[src/hw/rtl/ppts_pkg.sv]
package ppts_pkg;

  localparam int unsigned FRAC_BITS   = 16;
  localparam int unsigned MAX_POINTS_DEF = 1024;

  localparam int unsigned PC_W   = 11;
  localparam int unsigned STEP_W = 31;
  localparam int unsigned DATA_W = 32;
  localparam int unsigned IDX_W  = 10;
  localparam int unsigned CFG_IDX_W = 2;

  localparam int unsigned MA_W  = 34;
  localparam int unsigned MB_W  = 33;
  localparam int unsigned MUL_W = 50;
  localparam int unsigned NUM_W = MUL_W + 1;
  localparam int unsigned DEN_W = 34;

  localparam logic [CFG_IDX_W-1:0] CFG_POINT_COUNT = 2'd0;
  localparam logic [CFG_IDX_W-1:0] CFG_STEP_SQ     = 2'd1;
  localparam logic [CFG_IDX_W-1:0] CFG_INV_TWO     = 2'd2;

  localparam logic [PC_W-1:0]   PC_RESET  = 11'd1024;
  localparam logic [STEP_W-1:0] GSQ_RESET = 31'd65536;
  localparam logic [STEP_W-1:0] INV_RESET = 31'd32768;

  localparam logic OP_LOAD = 1'b0;
  localparam logic OP_READ = 1'b1;

  localparam logic [1:0] ST_OK       = 2'd0;
  localparam logic [1:0] ST_RANGE    = 2'd1;
  localparam logic [1:0] ST_NO_SOLVE = 2'd2;

  function automatic logic signed [DATA_W-1:0] sat32(input logic signed [MUL_W:0] v);
    logic signed [DATA_W-1:0] r;
    if ((&v[MUL_W:DATA_W-1]) || !(|v[MUL_W:DATA_W-1])) begin
      r = v[DATA_W-1:0];
    end else if (v[MUL_W]) begin
      r = {1'b1, {(DATA_W-1){1'b0}}};
    end else begin
      r = {1'b0, {(DATA_W-1){1'b1}}};
    end
    return r;
  endfunction

endpackage

[src/hw/rtl/ppts_mul.sv]
module ppts_mul (
  input  logic                             clk_i,
  input  logic signed [ppts_pkg::MA_W-1:0] a_i,
  input  logic signed [ppts_pkg::MB_W-1:0] b_i,
  output logic signed [ppts_pkg::MUL_W-1:0] res_o
);

  localparam int unsigned PW = ppts_pkg::MA_W + ppts_pkg::MB_W;

  logic [ppts_pkg::MA_W-1:0] amag;
  logic [ppts_pkg::MB_W-1:0] bmag;
  logic [PW-1:0]             prod_q;
  logic                      neg_q;
  logic [PW:0]               rnd;
  logic [ppts_pkg::MUL_W-1:0] mag;

  assign amag = a_i[ppts_pkg::MA_W-1] ? ppts_pkg::MA_W'(-a_i) : ppts_pkg::MA_W'(a_i);
  assign bmag = b_i[ppts_pkg::MB_W-1] ? ppts_pkg::MB_W'(-b_i) : ppts_pkg::MB_W'(b_i);

  always_ff @(posedge clk_i) begin
    prod_q <= PW'(amag) * PW'(bmag);
    neg_q  <= a_i[ppts_pkg::MA_W-1] ^ b_i[ppts_pkg::MB_W-1];
  end

  assign rnd   = (PW+1)'(prod_q) + ((PW+1)'(1) << (ppts_pkg::FRAC_BITS - 1));
  assign mag   = ppts_pkg::MUL_W'(rnd >> ppts_pkg::FRAC_BITS);
  assign res_o = neg_q ? -$signed(mag) : $signed(mag);

endmodule

[config.mk]
export PLATFORM = sky130hd
export DESIGN_NAME = ppts_mul
export DESIGN_NICKNAME = d
export VERILOG_FILES = /design/src/hw/rtl/ppts_pkg.sv /design/src/hw/rtl/ppts_mul.sv
export SDC_FILE = /design/constraint.sdc
export NUM_CORES = 2
export LEC_CHECK = 0
export BUFFER_PORTS_ARGS = -buffer_cell sky130_fd_sc_hd__buf_4
export CAP_MARGIN = 20
export CELL_PAD_IN_SITES_DETAIL_PLACEMENT = 0
export CELL_PAD_IN_SITES_GLOBAL_PLACEMENT = 1
export CORE_MARGIN = 4
export CORE_UTILIZATION = 25
export DETAILED_ROUTE_END_ITERATION = 8
export GPL_TIMING_DRIVEN = 1
export PLACE_DENSITY = 0.47
export SYNTH_ARGS = -nofsm -noshare
export SYNTH_HDL_FRONTEND = slang
export SYNTH_SLANG_ARGS = --single-unit
[constraint.sdc]
create_clock -name clk_i -period 10.9 [get_ports clk_i]
set_input_delay 1.635 -clock clk_i [delete_from_list [all_inputs] [get_ports clk_i]]
set_output_delay 1.635 -clock clk_i [all_outputs]
set_load 0.005 [all_outputs]
After elaboration in Yosys (flattened, before gate mapping)

Index checks and enable logic that the tools add are counted.

$add $sub $neg: 4
Multiply operators: 1
Multiplexer cells: 3
Bitwise logic cells: 1

Operators by type and width:

| kind                   | number |
|---|---|
| $add 66x16->66 const B | 1 |
| $mul 34x33->66         | 1 |
| $mux 50                | 1 |
| $neg 50->50            | 1 |
| $mux 34                | 1 |
| $neg 34->34            | 1 |
| $mux 33                | 1 |
| $neg 33->33            | 1 |
| $xor 1x1->1            | 1 |

Register bits: 67
Input bits: 68
Output and inout bits: 50

Longest topological paths before layout

Depth in word-level cells: 3
Mapped depth: 38

Least setup slack after synthesis

No wires, ideal clock.

Path kind: in2reg
Start: input port a_i[0] in the netlist's numbering
End: register prod_q[57]
Arrival: 11.657 ns
Data required time: 10.828 ns
Slack: -0.829 ns
Stages on the path: 36
Path buffers: 4
Cell sequence: buf_2 > clkinv_1 > clkbuf_1 > ha_1 > or4b_1 > or3_1 > or3_1 > or4_1 > or2_2 > o31a_1 > xor2_1 > clkbuf_1 > nand2_1 > fa_1 > inv_1 > fa_1 > fa_1 > inv_1 > fa_1 > inv_1 > fa_1 > fa_1 > fa_1 > inv_1 > fa_1 > inv_1 > ha_1 > clkbuf_1 > and3_1 > and2_1 > a221oi_1 > a21oi_1 > a21boi_0 > a211o_1 > a21boi_0 > xnor2_1

Longest elaborated chain between the ends: 3

Ends and longest elaborated chain:

| what                 | RTL line       | text |
|---|---|---|
| start, declared      | ppts_mul.sv:3  | `input logic signed [ppts_pkg::MA_W-1:0] a_i,` |
| $neg 34->34          | ppts_mul.sv:17 | `assign amag = a_i[ppts_pkg::MA_W-1] ? ppts_pkg::MA_W'(-a_i) : ppts_pkg::MA_W'(a_i);` |
| $mux 34 *            | ppts_mul.sv:17 |  |
| $mul 34x33->66 *     | ppts_mul.sv:21 | `prod_q <= PW'(amag) * PW'(bmag);` |
| end signal, assigned | ppts_mul.sv:21 |  |
| end, declared        | ppts_mul.sv:12 | `logic [PW-1:0] prod_q;` |

Mark *: on every way between the ends. The rest lies on a longest branch, timed or not.

Final worst setup path

Start: input port a_i[3] in the netlist's numbering
End: register prod_q[51]

The elaborated chain is that of the path after synthesis.

==> results.txt <==
Fin nets = 6455
Worst EP arrival = 11190 ps
Final hold vios = 0
Die area = 0.166 mm2
Worst setup EP type = register
Gr usage total = 18.9%
Max-slew violation count = 0
Synthesized Nets = 5982
Post-Syn Area = 0.0400 mm2
Startpoint types = primary input
Setup_tns = -610 ps
Post-synthesis register bit count = 52
Htree depth = 2
Die Ht = 408 um
Hold Path Origin = b_i[32]
Register area share after synthesis = 2.60%
CP Class = in -> reg
Warnings from Yosys = 0
Tcrit/Tclk final = 101%
Post-layout util = 31.0%
Adder-Cell Fraction of Synth Area = 57.5%
Largest family of logic cells by synthesized area = adder cells
Top FF cell, synth = dfxtp_1
ANT nets after route = 0
Compound-Gate Fraction of Synth Area = 5.72%
CP Max Fanout = 4
FFs w/ async S/R, synth = 0%
CP startpoint = a_i[3]
Mapped Avg Cell Area = 8.57 um2
Initial Util = 25.2%
Worst setup path endpoint = prod_q[51]
Synth Area in Simple Gates = 16.3%
Layout cells sized above 1 = 19.2%
Via Count = 32521
Root Driver = clkbuf_16
Slew @ Worst Pin = 1050 ps
Final setup viols = 12
RSZ-0062 raised after global routing = yes
I/O Buffers = 117
Fill count = 16932
Drt first pass iters = 5
Synth top area share = 49.4%
Post-Synth XOR/XNOR Area = 6.11%
RD Place Congestion = 0.839
Top Layer Used = met5
Cts bufs inserted = 5
Clock Tree Buf Depth = 2
Met2 wire length = 78.9 mm
Num ports = 118
Initial antenna violation count = 3
Number of global-route vias before repair = 34874
DP HPWL = 140 mm
CP max stage delay = 610 ps
Hold/Removal Path Class = in -> reg
Failing checks = setup timing
Grt total ovfl = 0
Minimum clock period = 11010 ps
Post-synthesis mux area share = 0.257%
Crit path required time = 11070 ps
Clk slew on worst S/H paths = 70 ps
CTS tree = built
Crit-path slowest cell = or4_4
Clock sinks = 52
First-pass GRT wire length = 235 mm
Fmax achieved = 0.0908 GHz
Core area = 0.159 mm2
DR WL/cell = 21.8 um
Netlist cell types = 86
Fin Hold WS = 1830 ps
Die width = 408 um
Area growth syn-to-layout = 22.9%
Cells after Synth = 4667
WL final = 157 mm
Setup WS post-layout = -114 ps
Top cells by area, synth = fa_1 (49%), inv_1 (9.3%), ha_1 (8.1%)
Largest net degree at the start of global routing = 46
Initial DRC count = 1828
Vias per inst = 4.51
Met1 WL = 72.4 mm
Count of flip-flops with a built-in enable after synthesis = 0
Met3 wire len = 4.18 mm
Number of max-cap violations = 0
Most Frequent Cell on Critical Path = fa_1
Area leader, netlist = fa_1
Relative slew slack = 29.9%
Drt drc = 0
Row cnt = 146
Status = finished with violations
## worst min-delay path by stage
stage / to / cells past startpoint
6_report: neg_q / 2
4_1_cts: neg_q / 2
3_3_place_gp: neg_q / 2
5_1_grt: neg_q / 2
3_5_place_dp: neg_q / 2
2_1_floorplan: res_o[20] / 1
## layout make-up
type / instances / area, um2 / share of cell area, %
tap: 2072 / 2590 / 5.27
timing repair buffer: 689 / 5820 / 11.8
sequential: 52 / 1040 / 2.12
antenna: 1 / 2.50 / 0.00509
inverter: 989 / 3720 / 7.58
clock buffer: 5 / 125 / 0.254
clock inverter: 3 / 25.0 / 0.0509
multi-input combinational: 3403 / 35800 / 72.9
## kinds of logic after synthesis
kind of cell / after synthesis
flops: 52
simple gates: 1531
fa+ha+maj: 1247
compound gates: 342
xor+xnor: 273
mux: 10
buf+inv: 1212
## through the flow
step           area [um2]  cells  setup slack, ps
3_5_place_dp        47600   7166             -937
3_3_place_gp        47600   7166             -921
5_1_grt             49200   7213             -348
4_1_cts             48700   7201             -151
2_1_floorplan       40200   4667             -169
6_report            49200   7214             -114
## cells in the mapped netlist (7+ instances only)
cell type  instances
nand2_1          724
fa_1             987
nor2_1           538
and2_1            23
o21a_1             9
mux2i_1            8
o21bai_1           8
xnor2_1          165
o21ai_0           78
o31ai_1           20
a21o_1            48
nor4_1            19
nand4_1           37
nand2b_1          13
clkbuf_1         202
o211ai_1          12
or3_1             22
nor3_1            25
and3_1            25
dfxtp_1           52
a31oi_1           18
a211oi_1          10
xor2_1           101
nand3_1           31
a21oi_1           70
inv_1            988
or2_2             18
ha_1             260
buf_2             10
and4_1            12
or4_1              8
a211o_1            7
## worst max-delay path: cells and delay by family
family / cells / cell delay (ps)
adder cells (fa/ha/maj): 9 / 4360
XOR/XNOR: 1 / 210
AND/OR/NAND/NOR: 9 / 2820
AO/OA/AOI/OAI: 6 / 1560
buffers and inverters: 7 / 610
## cells in the final DEF, fill, tap and decap left out, drive strengths merged, types with 9 or more instances in the layout
| master | n |
|---|---|
| inv | 990 |
| fa | 987 |
| nand2 | 724 |
| buf | 689 |
| nor2 | 538 |
| ha | 260 |
| xnor2 | 167 |
| xor2 | 106 |
| o21ai | 82 |
| a21oi | 70 |
| dfxtp | 52 |
| a21o | 48 |
| nand4 | 37 |
| nand3 | 31 |
| nor3 | 26 |
| and3 | 25 |
| or3 | 24 |
| and2 | 23 |
| o31ai | 20 |
| nor4 | 20 |
| or2 | 19 |
| a31oi | 18 |
| nand2b | 13 |
| o211ai | 12 |
| and4 | 12 |
| or4 | 12 |
| a211oi | 10 |
| o21a | 9 |
## per-layer routing
layer	up-vias	GRT usage, %
met4	2	1.90
met5	-	0
met3	62	1.09
met1	17109	26.5
met2	515	33.1
li1	14833	-
## flip-flops by register name, summed over array words and instances (netlist names)
register  cells
prod_q       51
neg_q         1
## timing repair
item,CTS,global route
hold endpoints to repair,0,0
hold buffers,0,0
setup endpoints to repair,38,38
pin swaps,90,73
resized for setup,150,92
setup buffers,30,15
Power is left out: the tool's default activity adds up to more than one toggle a clock period on the data nets, which glitch-free logic cannot reach.
