### src/hw/rtl/ppts_pkg.sv
package ppts_pkg;

  localparam int unsigned FRAC_BITS   = 16;
  localparam int unsigned MAX_POINTS_DEF = 1024;

  localparam int unsigned PC_W   = 11;
  localparam int unsigned STEP_W = 31;
  localparam int unsigned DATA_W = 32;
  localparam int unsigned IDX_W  = 10;
  localparam int unsigned CFG_IDX_W = 2;

  localparam int unsigned MA_W  = 34;
  localparam int unsigned MB_W  = 33;
  localparam int unsigned MUL_W = 50;
  localparam int unsigned NUM_W = MUL_W + 1;
  localparam int unsigned DEN_W = 34;

  localparam logic [CFG_IDX_W-1:0] CFG_POINT_COUNT = 2'd0;
  localparam logic [CFG_IDX_W-1:0] CFG_STEP_SQ     = 2'd1;
  localparam logic [CFG_IDX_W-1:0] CFG_INV_TWO     = 2'd2;

  localparam logic [PC_W-1:0]   PC_RESET  = 11'd1024;
  localparam logic [STEP_W-1:0] GSQ_RESET = 31'd65536;
  localparam logic [STEP_W-1:0] INV_RESET = 31'd32768;

  localparam logic OP_LOAD = 1'b0;
  localparam logic OP_READ = 1'b1;

  localparam logic [1:0] ST_OK       = 2'd0;
  localparam logic [1:0] ST_RANGE    = 2'd1;
  localparam logic [1:0] ST_NO_SOLVE = 2'd2;

  function automatic logic signed [DATA_W-1:0] sat32(input logic signed [MUL_W:0] v);
    logic signed [DATA_W-1:0] r;
    if ((&v[MUL_W:DATA_W-1]) || !(|v[MUL_W:DATA_W-1])) begin
      r = v[DATA_W-1:0];
    end else if (v[MUL_W]) begin
      r = {1'b1, {(DATA_W-1){1'b0}}};
    end else begin
      r = {1'b0, {(DATA_W-1){1'b1}}};
    end
    return r;
  endfunction

endpackage

### src/hw/rtl/ppts_div.sv
module ppts_div (
  input  logic                              clk_i,
  input  logic                              rst_ni,
  input  logic                              start_i,
  input  logic signed [ppts_pkg::NUM_W-1:0] num_i,
  input  logic signed [ppts_pkg::DEN_W-1:0] den_i,
  output logic                              done_o,
  output logic signed [ppts_pkg::DATA_W-1:0] quo_o
);

  localparam int unsigned NMW = 34;
  localparam int unsigned DMW = ppts_pkg::DEN_W;
  localparam int unsigned QW  = NMW + ppts_pkg::FRAC_BITS + 1;
  localparam int unsigned CW  = $clog2(QW + 1);

  logic [ppts_pkg::NUM_W-1:0] nabs;
  logic [NMW-1:0]             nm;
  logic [DMW-1:0]             dm;
  logic [QW-1:0]              dvd;
  logic [DMW-1:0]             dm_q;
  logic [DMW-1:0]             rem_q;
  logic [QW-1:0]              quo_q;
  logic [CW-1:0]              cnt_q;
  logic                       busy_q;
  logic                       done_q;
  logic                       neg_q;
  logic [DMW:0]               trial;
  logic                       take;

  assign nabs = num_i[ppts_pkg::NUM_W-1] ? ppts_pkg::NUM_W'(-num_i)
                                         : ppts_pkg::NUM_W'(num_i);
  assign nm   = (nabs > (ppts_pkg::NUM_W'(1) << 33)) ? (NMW'(1) << 33) : NMW'(nabs);
  assign dm   = den_i[DMW-1] ? DMW'(-den_i) : DMW'(den_i);
  assign dvd  = (QW'(nm) << ppts_pkg::FRAC_BITS) + QW'(dm >> 1);

  assign trial = {rem_q, quo_q[QW-1]};
  assign take  = trial >= {1'b0, dm_q};

  always_ff @(posedge clk_i or negedge rst_ni) begin
    if (!rst_ni) begin
      busy_q <= 1'b0;
      done_q <= 1'b0;
      cnt_q  <= '0;
    end else begin
      done_q <= 1'b0;
      if (start_i) begin
        busy_q <= 1'b1;
        cnt_q  <= '0;
      end else if (busy_q) begin
        cnt_q <= cnt_q + 1'b1;
        if (cnt_q == CW'(QW - 1)) begin
          busy_q <= 1'b0;
          done_q <= 1'b1;
        end
      end
    end
  end

  always_ff @(posedge clk_i) begin
    if (start_i) begin
      rem_q <= '0;
      quo_q <= dvd;
      dm_q  <= dm;
      neg_q <= num_i[ppts_pkg::NUM_W-1] ^ den_i[DMW-1];
    end else if (busy_q) begin
      rem_q <= take ? DMW'(trial - {1'b0, dm_q}) : DMW'(trial);
      quo_q <= {quo_q[QW-2:0], take};
    end
  end

  always_comb begin
    if (dm_q == '0) begin
      quo_o = '0;
    end else if (neg_q) begin
      quo_o = (quo_q > (QW'(1) << 31)) ? {1'b1, 31'd0} : -$signed(quo_q[31:0]);
    end else begin
      quo_o = (quo_q > QW'(32'h7fffffff)) ? {1'b0, {31{1'b1}}} : $signed(quo_q[31:0]);
    end
  end

  assign done_o = done_q;

endmodule

### config.mk
export PLATFORM = sky130hd
export DESIGN_NAME = ppts_div
export DESIGN_NICKNAME = d
export VERILOG_FILES = /design/src/hw/rtl/ppts_pkg.sv /design/src/hw/rtl/ppts_div.sv
export SDC_FILE = /design/constraint.sdc
export NUM_CORES = 1
export LEC_CHECK = 0
export ABC_AREA = 1
export BUFFER_PORTS_ARGS = -buffer_cell sky130_fd_sc_hd__clkbuf_2
export CAP_MARGIN = 20
export CELL_PAD_IN_SITES_DETAIL_PLACEMENT = 0
export CELL_PAD_IN_SITES_GLOBAL_PLACEMENT = 1
export CORE_AREA = 2 2 187 152
export DETAILED_ROUTE_END_ITERATION = 10
export DIE_AREA = 0 0 189 154
export GPL_ROUTABILITY_DRIVEN = 0
export PLACE_DENSITY_LB_ADDON = 0.1
export SLEW_MARGIN = 40
export SYNTH_ARGS = -nofsm -noshare
export SYNTH_HDL_FRONTEND = slang
export SYNTH_SLANG_ARGS = --single-unit
### constraint.sdc
create_clock -name clk_i -period 5.8 [get_ports clk_i]
set_input_delay 0.87 -clock clk_i [delete_from_list [all_inputs] [get_ports clk_i]]
set_output_delay 0.87 -clock clk_i [all_outputs]
set_load 0.02 [all_outputs]
# [After elaboration in Yosys (flattened, before gate mapping)]
# Cells that the tools add are included.
[totals] regBits=128 word_cells=39
[classes] addsub=6 order_cmp=4 n_eq_ne=1 muxes=18 bitwise_logic=1 reduce_logical=2
[op_table] operator="2-to-1 mux 51 bit" count=3
[op_table] operator="2-to-1 mux 32 bit" count=4
[op_table] operator="2-to-1 mux 34 bit" count=3
[op_table] operator="adder 50 x 33 -> 51 bit" count=1
[op_table] operator="greater-than comparator 51 x 31 -> 1 bit (second input constant)" count=1
[op_table] operator="greater-than comparator 51 x 32 -> 1 bit (second input constant)" count=1
[op_table] operator="greater-than comparator 51 x 34 -> 1 bit (second input constant)" count=1
[op_table] operator="negation 51 bit" count=1
[op_table] operator=">= comparator 35 x 34 -> 1 bit" count=1
[op_table] operator="zero test 34 bit" count=1
[op_table] operator="negation 34 bit" count=1
[op_table] operator="subtractor 34 bit" count=1
[op_table] operator="negation 32 bit" count=1
[op_table] operator="2-to-1 mux 6 bit" count=2
[op_table] operator="adder 6 x 1 -> 6 bit (second input constant)" count=1
[op_table] operator="== test 6 bit (second input constant)" count=1
[op_table] operator="2-to-1 mux 1 bit" count=6
[op_table] operator="nonzero test 2 bit" count=1
[op_table] operator="bitwise XOR 1 bit" count=1

# [Depth between registers and ports, before layout]
[logic_depth] word_depth=6 ltp_mapped=41 mapped_depth_nobuf=38

# [Least setup slack after synthesis]
# No wires, ideal clock.
[synth_timing] path_type="input-to-reg" start="in num_i[0] (netlist name)" end="reg quo_q[48] (data pin)" t_arrival_ns=5.048 required_ns=5.547 path_slack_ns=0.499 cell_stages=36 cell_sequence="inv_1 ha_1 nand3_2 inv_2 nand3_2 nand2_4 nand4_1 nand2_1 inv_2 a21oi_1 nand3_2 nor2_8 nand2_4 buf_2 buf_1 nor2_1 ha_1 inv_1 fa_1 inv_1 nand3_1 nand2_1 nand2_1 nand2_1 a21oi_1 nor2_1 nor3_1 o21bai_1 o21ai_0 nand4_1 nand2_4 inv_2 nor2_4 nand3b_1 nand3_1 nand2_1"
[synth_via] elab_chain_cells=6
[synth_rtl] item="start, declared" line="ppts_div.sv:5" source="input logic signed [ppts_pkg::NUM_W-1:0] num_i,"
[synth_rtl] item="negation 51 bit" line="ppts_div.sv:30" source="assign nabs = num_i[ppts_pkg::NUM_W-1] ? ppts_pkg::NUM_W'(-num_i)"
[synth_rtl] item="2-to-1 mux 51 bit *" line="ppts_div.sv:30"
[synth_rtl] item="greater-than comparator 51 x 34 -> 1 bit" line="ppts_div.sv:32" source="assign nm = (nabs > (ppts_pkg::NUM_W'(1) << 33)) ? (NMW'(1) << 33) : NMW'(nabs);"
[synth_rtl] item="2-to-1 mux 34 bit *" line="ppts_div.sv:32"
[synth_rtl] item="adder 50 x 33 -> 51 bit *" line="ppts_div.sv:34" source="assign dvd = (QW'(nm) << ppts_pkg::FRAC_BITS) + QW'(dm >> 1);"
[synth_rtl] item="2-to-1 mux 51 bit *" line="ppts_div.sv:60" source="if (start_i) begin"
[synth_rtl] item="end signal, assigned" line="ppts_div.sv:62" source="quo_q <= dvd;"
[synth_rtl] item="end signal, assigned" line="ppts_div.sv:67" source="quo_q <= {quo_q[QW-2:0], take};"
[synth_rtl] item="end, declared" line="ppts_div.sv:22" source="logic [QW-1:0] quo_q;"
# Mark *: on every way between the ends. The rest lies on a longest branch, timed or not.
# A chain may end at the register's enable or synchronous reset.

# [Worst setup path in the final report]
[layout_timing] start="in num_i[25] (netlist name)" end="reg quo_q[48] (data pin)"
# Same word-level chain as after synthesis.

==> reports/results.ini <==
[synthesis]
synthArstFlopShare = 0.0625
synth_area_leaders = edfxtp_1 20%, nand2_1 14%, nor2_1 7.5%
netlist_instances = 1931
synth_top_flop_cell = edfxtp_1
ys_seq_elements = 128
synth_cell_types = 64
syn_area_sq_um = 12700
ys_seq_area_frac = 0.273
synth.top_cell.area_share = 0.204
ys_top_cells_by_count = 473 x nand2_1, 254 x nor2_1, 223 x inv_1
synth.most_common_cell = nand2_1
synth_top_area_cell = edfxtp_1
synth_fp_nets = 2079
syn_area_per_cell_sq_um = 6.56
synth-edff-count = 86
yosysWarnings = 0

[worst_setup_path]
worstSetupEndpointType = flop
path_common_cell = nor2_1
critical_path.top_delay_family = simple AND/OR/NAND/NOR gates
cp.arrival_ps = 5500
critPathBufInv = 4
slowest_delay_ps = 370
crit_type = input pin to flop
reg2reg_depth = 20
crit_cells = 34
cp_slowest_cell = nor2_1
start_kind = input pin
crit_required_ps = 5980
cp_max_fo = 9

[finish]
final_area_sq_um = 14400
final_cells = 2428
fin_nets = 2198
final_core_util = 0.530
area_growth_pct = 13.4
drive_above_1_share = 0.131

[timing]
fmax_mhz = 188
relSlewSlack = 0.452
clock-skew-final_ps = 12.6
setup-tns-final_ps = 0
maxSlewViolCount = 0
hold_viol = 0
worst_slew_pin_slew_ps = 814
period_share = 0.916
rsz0062_at_grt = no
whs_ps = 277
setup_ws_ps = 486
setup_viol = 0
finalCriticalPeriod_ps = 5310

[detailed_routing]
wirelength_microns = 41100
vias_per_cell = 5.48
drt_iter0_drc = 1233
first_pass_iters = 6
avgRoutedWirePerCell_microns = 16.9
drc = 0
final_antenna_net_count = 0
num_vias = 13300

[power]
peakVddDrop_mv = 0.211
cellLeakagePower_nw = 6.66
finalPower_mw = 3.97
p_per_area_nw_per_um2 = 276

[global_route]
grtUsageTotal = 0.286
grt_pass1_wl_microns = 66000
grt_antenna_before_repair = 1
grt_pass1_vias = 12500
grt_max_degree = 70
grt_remaining_overflow = 0

[cts]
cts_tree = built
cts_root_buffer = clkbuf_16
clock_sinks = 128
clk_pin_slew_ps = 70
clock_latency_ps = 430
numCtsBuffers = 17
clk_path_buf_depth = 2
h-tree-depth = 4

[die]
core_sq_um = 27100
start_util = 0.468
die_y_microns = 154
die_w_microns = 189
rows = 54
die-area_sq_um = 29100
ios = 121

[flow_run]
timing.max_cap.violations = 0

[placement]
io_buffers = 120
dp_hpwl_microns = 33100
post_dp_cell_area_sq_um = 13800
dpl.cell_count = 2395
place_ws_ps = 53.0

[hold_path]
hold_path_class = input pin to asynchronous set/reset pin

[run_status]
status = finished clean

-- cell families (layout without fill, tap and decap cells) --
family | Yosys count | count (layout) | synth area share
simple gates | 1053 | 1053 | 0.377
buf+inv | 279 | 411 | 0.0851
xor+xnor | 89 | 89 | 0.0621
compound gates | 320 | 320 | 0.141
fa+ha+maj | 60 | 60 | 0.0604
other cells | 0 | 1 | 0
flops | 128 | 128 | 0.273
mux | 2 | 2 | 0.00158
-- final timing paths --
| path | startpoint | to | slack, ps |
|---|---|---|---|
| min | rst_ni | busy_q$_DFF_PN0_ | 280 |
| max reg2reg | quo_q[50]$_DFFE_PP_ | rem_q[24]$_SDFFE_PP0P_ | 2290 |
| min in group clk_i | rem_q[24]$_SDFFE_PP0P_ | rem_q[24]$_SDFFE_PP0P_ | 480 |
| max | num_i[25] | quo_q[48]$_DFFE_PP_ | 490 |
| max in group asynchronous | rst_ni | cnt_q[5]$_DFFE_PN0P_ | 5340 |
| min reg2reg | rem_q[24]$_SDFFE_PP0P_ | rem_q[24]$_SDFFE_PP0P_ | 480 |
-- report_power, final --
part	internal, mW	total (mW)	leakage, nW	switching, mW
combinational	0.560	1.59	5.06	1.03
clock	0.648	1.11	0.295	0.458
sequential	1.14	1.28	1.30	0.141
-- worst reg2reg max path: stages, from the launching register on --
cell and delay [ps]:
edfxtp_1 490, inv_1 70, ha_1 210, fa_1 410
inv_1 80, nand2_1 50, nand3_1 100, nand2_1 70
nand3b_1 120, nand2_1 60, nand2_1 90, nand2_1 50
nand2_1 170, nand2_1 80, nand2_1 120, a21boi_0 210
o21ai_0 430, a21oi_1 190, xnor2_1 160, o21ai_0 160
nand2_1 70
-- area by class of cell --
class                      instances  area (sq um)
multi-input combinational       1524          8150
fill                            2745         12700
inverter                         229           860
antenna                            1          2.50
clock inverter                    15           174
timing repair buffer             150           841
tap                              364           455
sequential                       128          3460
clock buffer                      17           425
-- placed cells by master (no fill, tap or decap), drive strengths merged, types with 4 or more instances in the layout --
master,netlist,routed
nand2,494,494
nor2,286,286
inv,227,236
o21ai,159,159
clkbuf,35,136
nand3,117,117
a21oi,96,96
edfxtp,86,86
ha,58,58
xor2,54,54
nor3,53,53
nand4,49,49
xnor2,35,35
dfxtp,34,34
buf,15,31
nor4,20,20
nand3b,16,16
a31oi,14,14
a211oi,8,8
dfrtp,8,8
o21a,6,6
or2,6,6
clkinv,2,6
o22ai,5,5
o211ai,5,5
nor3b,5,5
or4,4,4
o31ai,4,4
-- layer usage --
metal	global-route usage	share of wire
met1	0.399	0.47
met2	0.462	0.45
met3	0.0495	0.065
met4	0.0625	0.014
met5	0	0
-- repair_timing --
item | 4_1_cts | 5_1_grt
buffers inserted | 0 | 0
resized for setup | 0 | 1
setup endpoints to repair | 0 | 4
hold buffers | 0 | 0
-- flip-flops by register name, summed over array words and instances, names as in the netlist --
name    flops
neg_q       1
quo_q      51
cnt_q       6
done_o      1
dm_q       34
rem_q      34
busy_q      1
(Power assumes the default switching activity.)
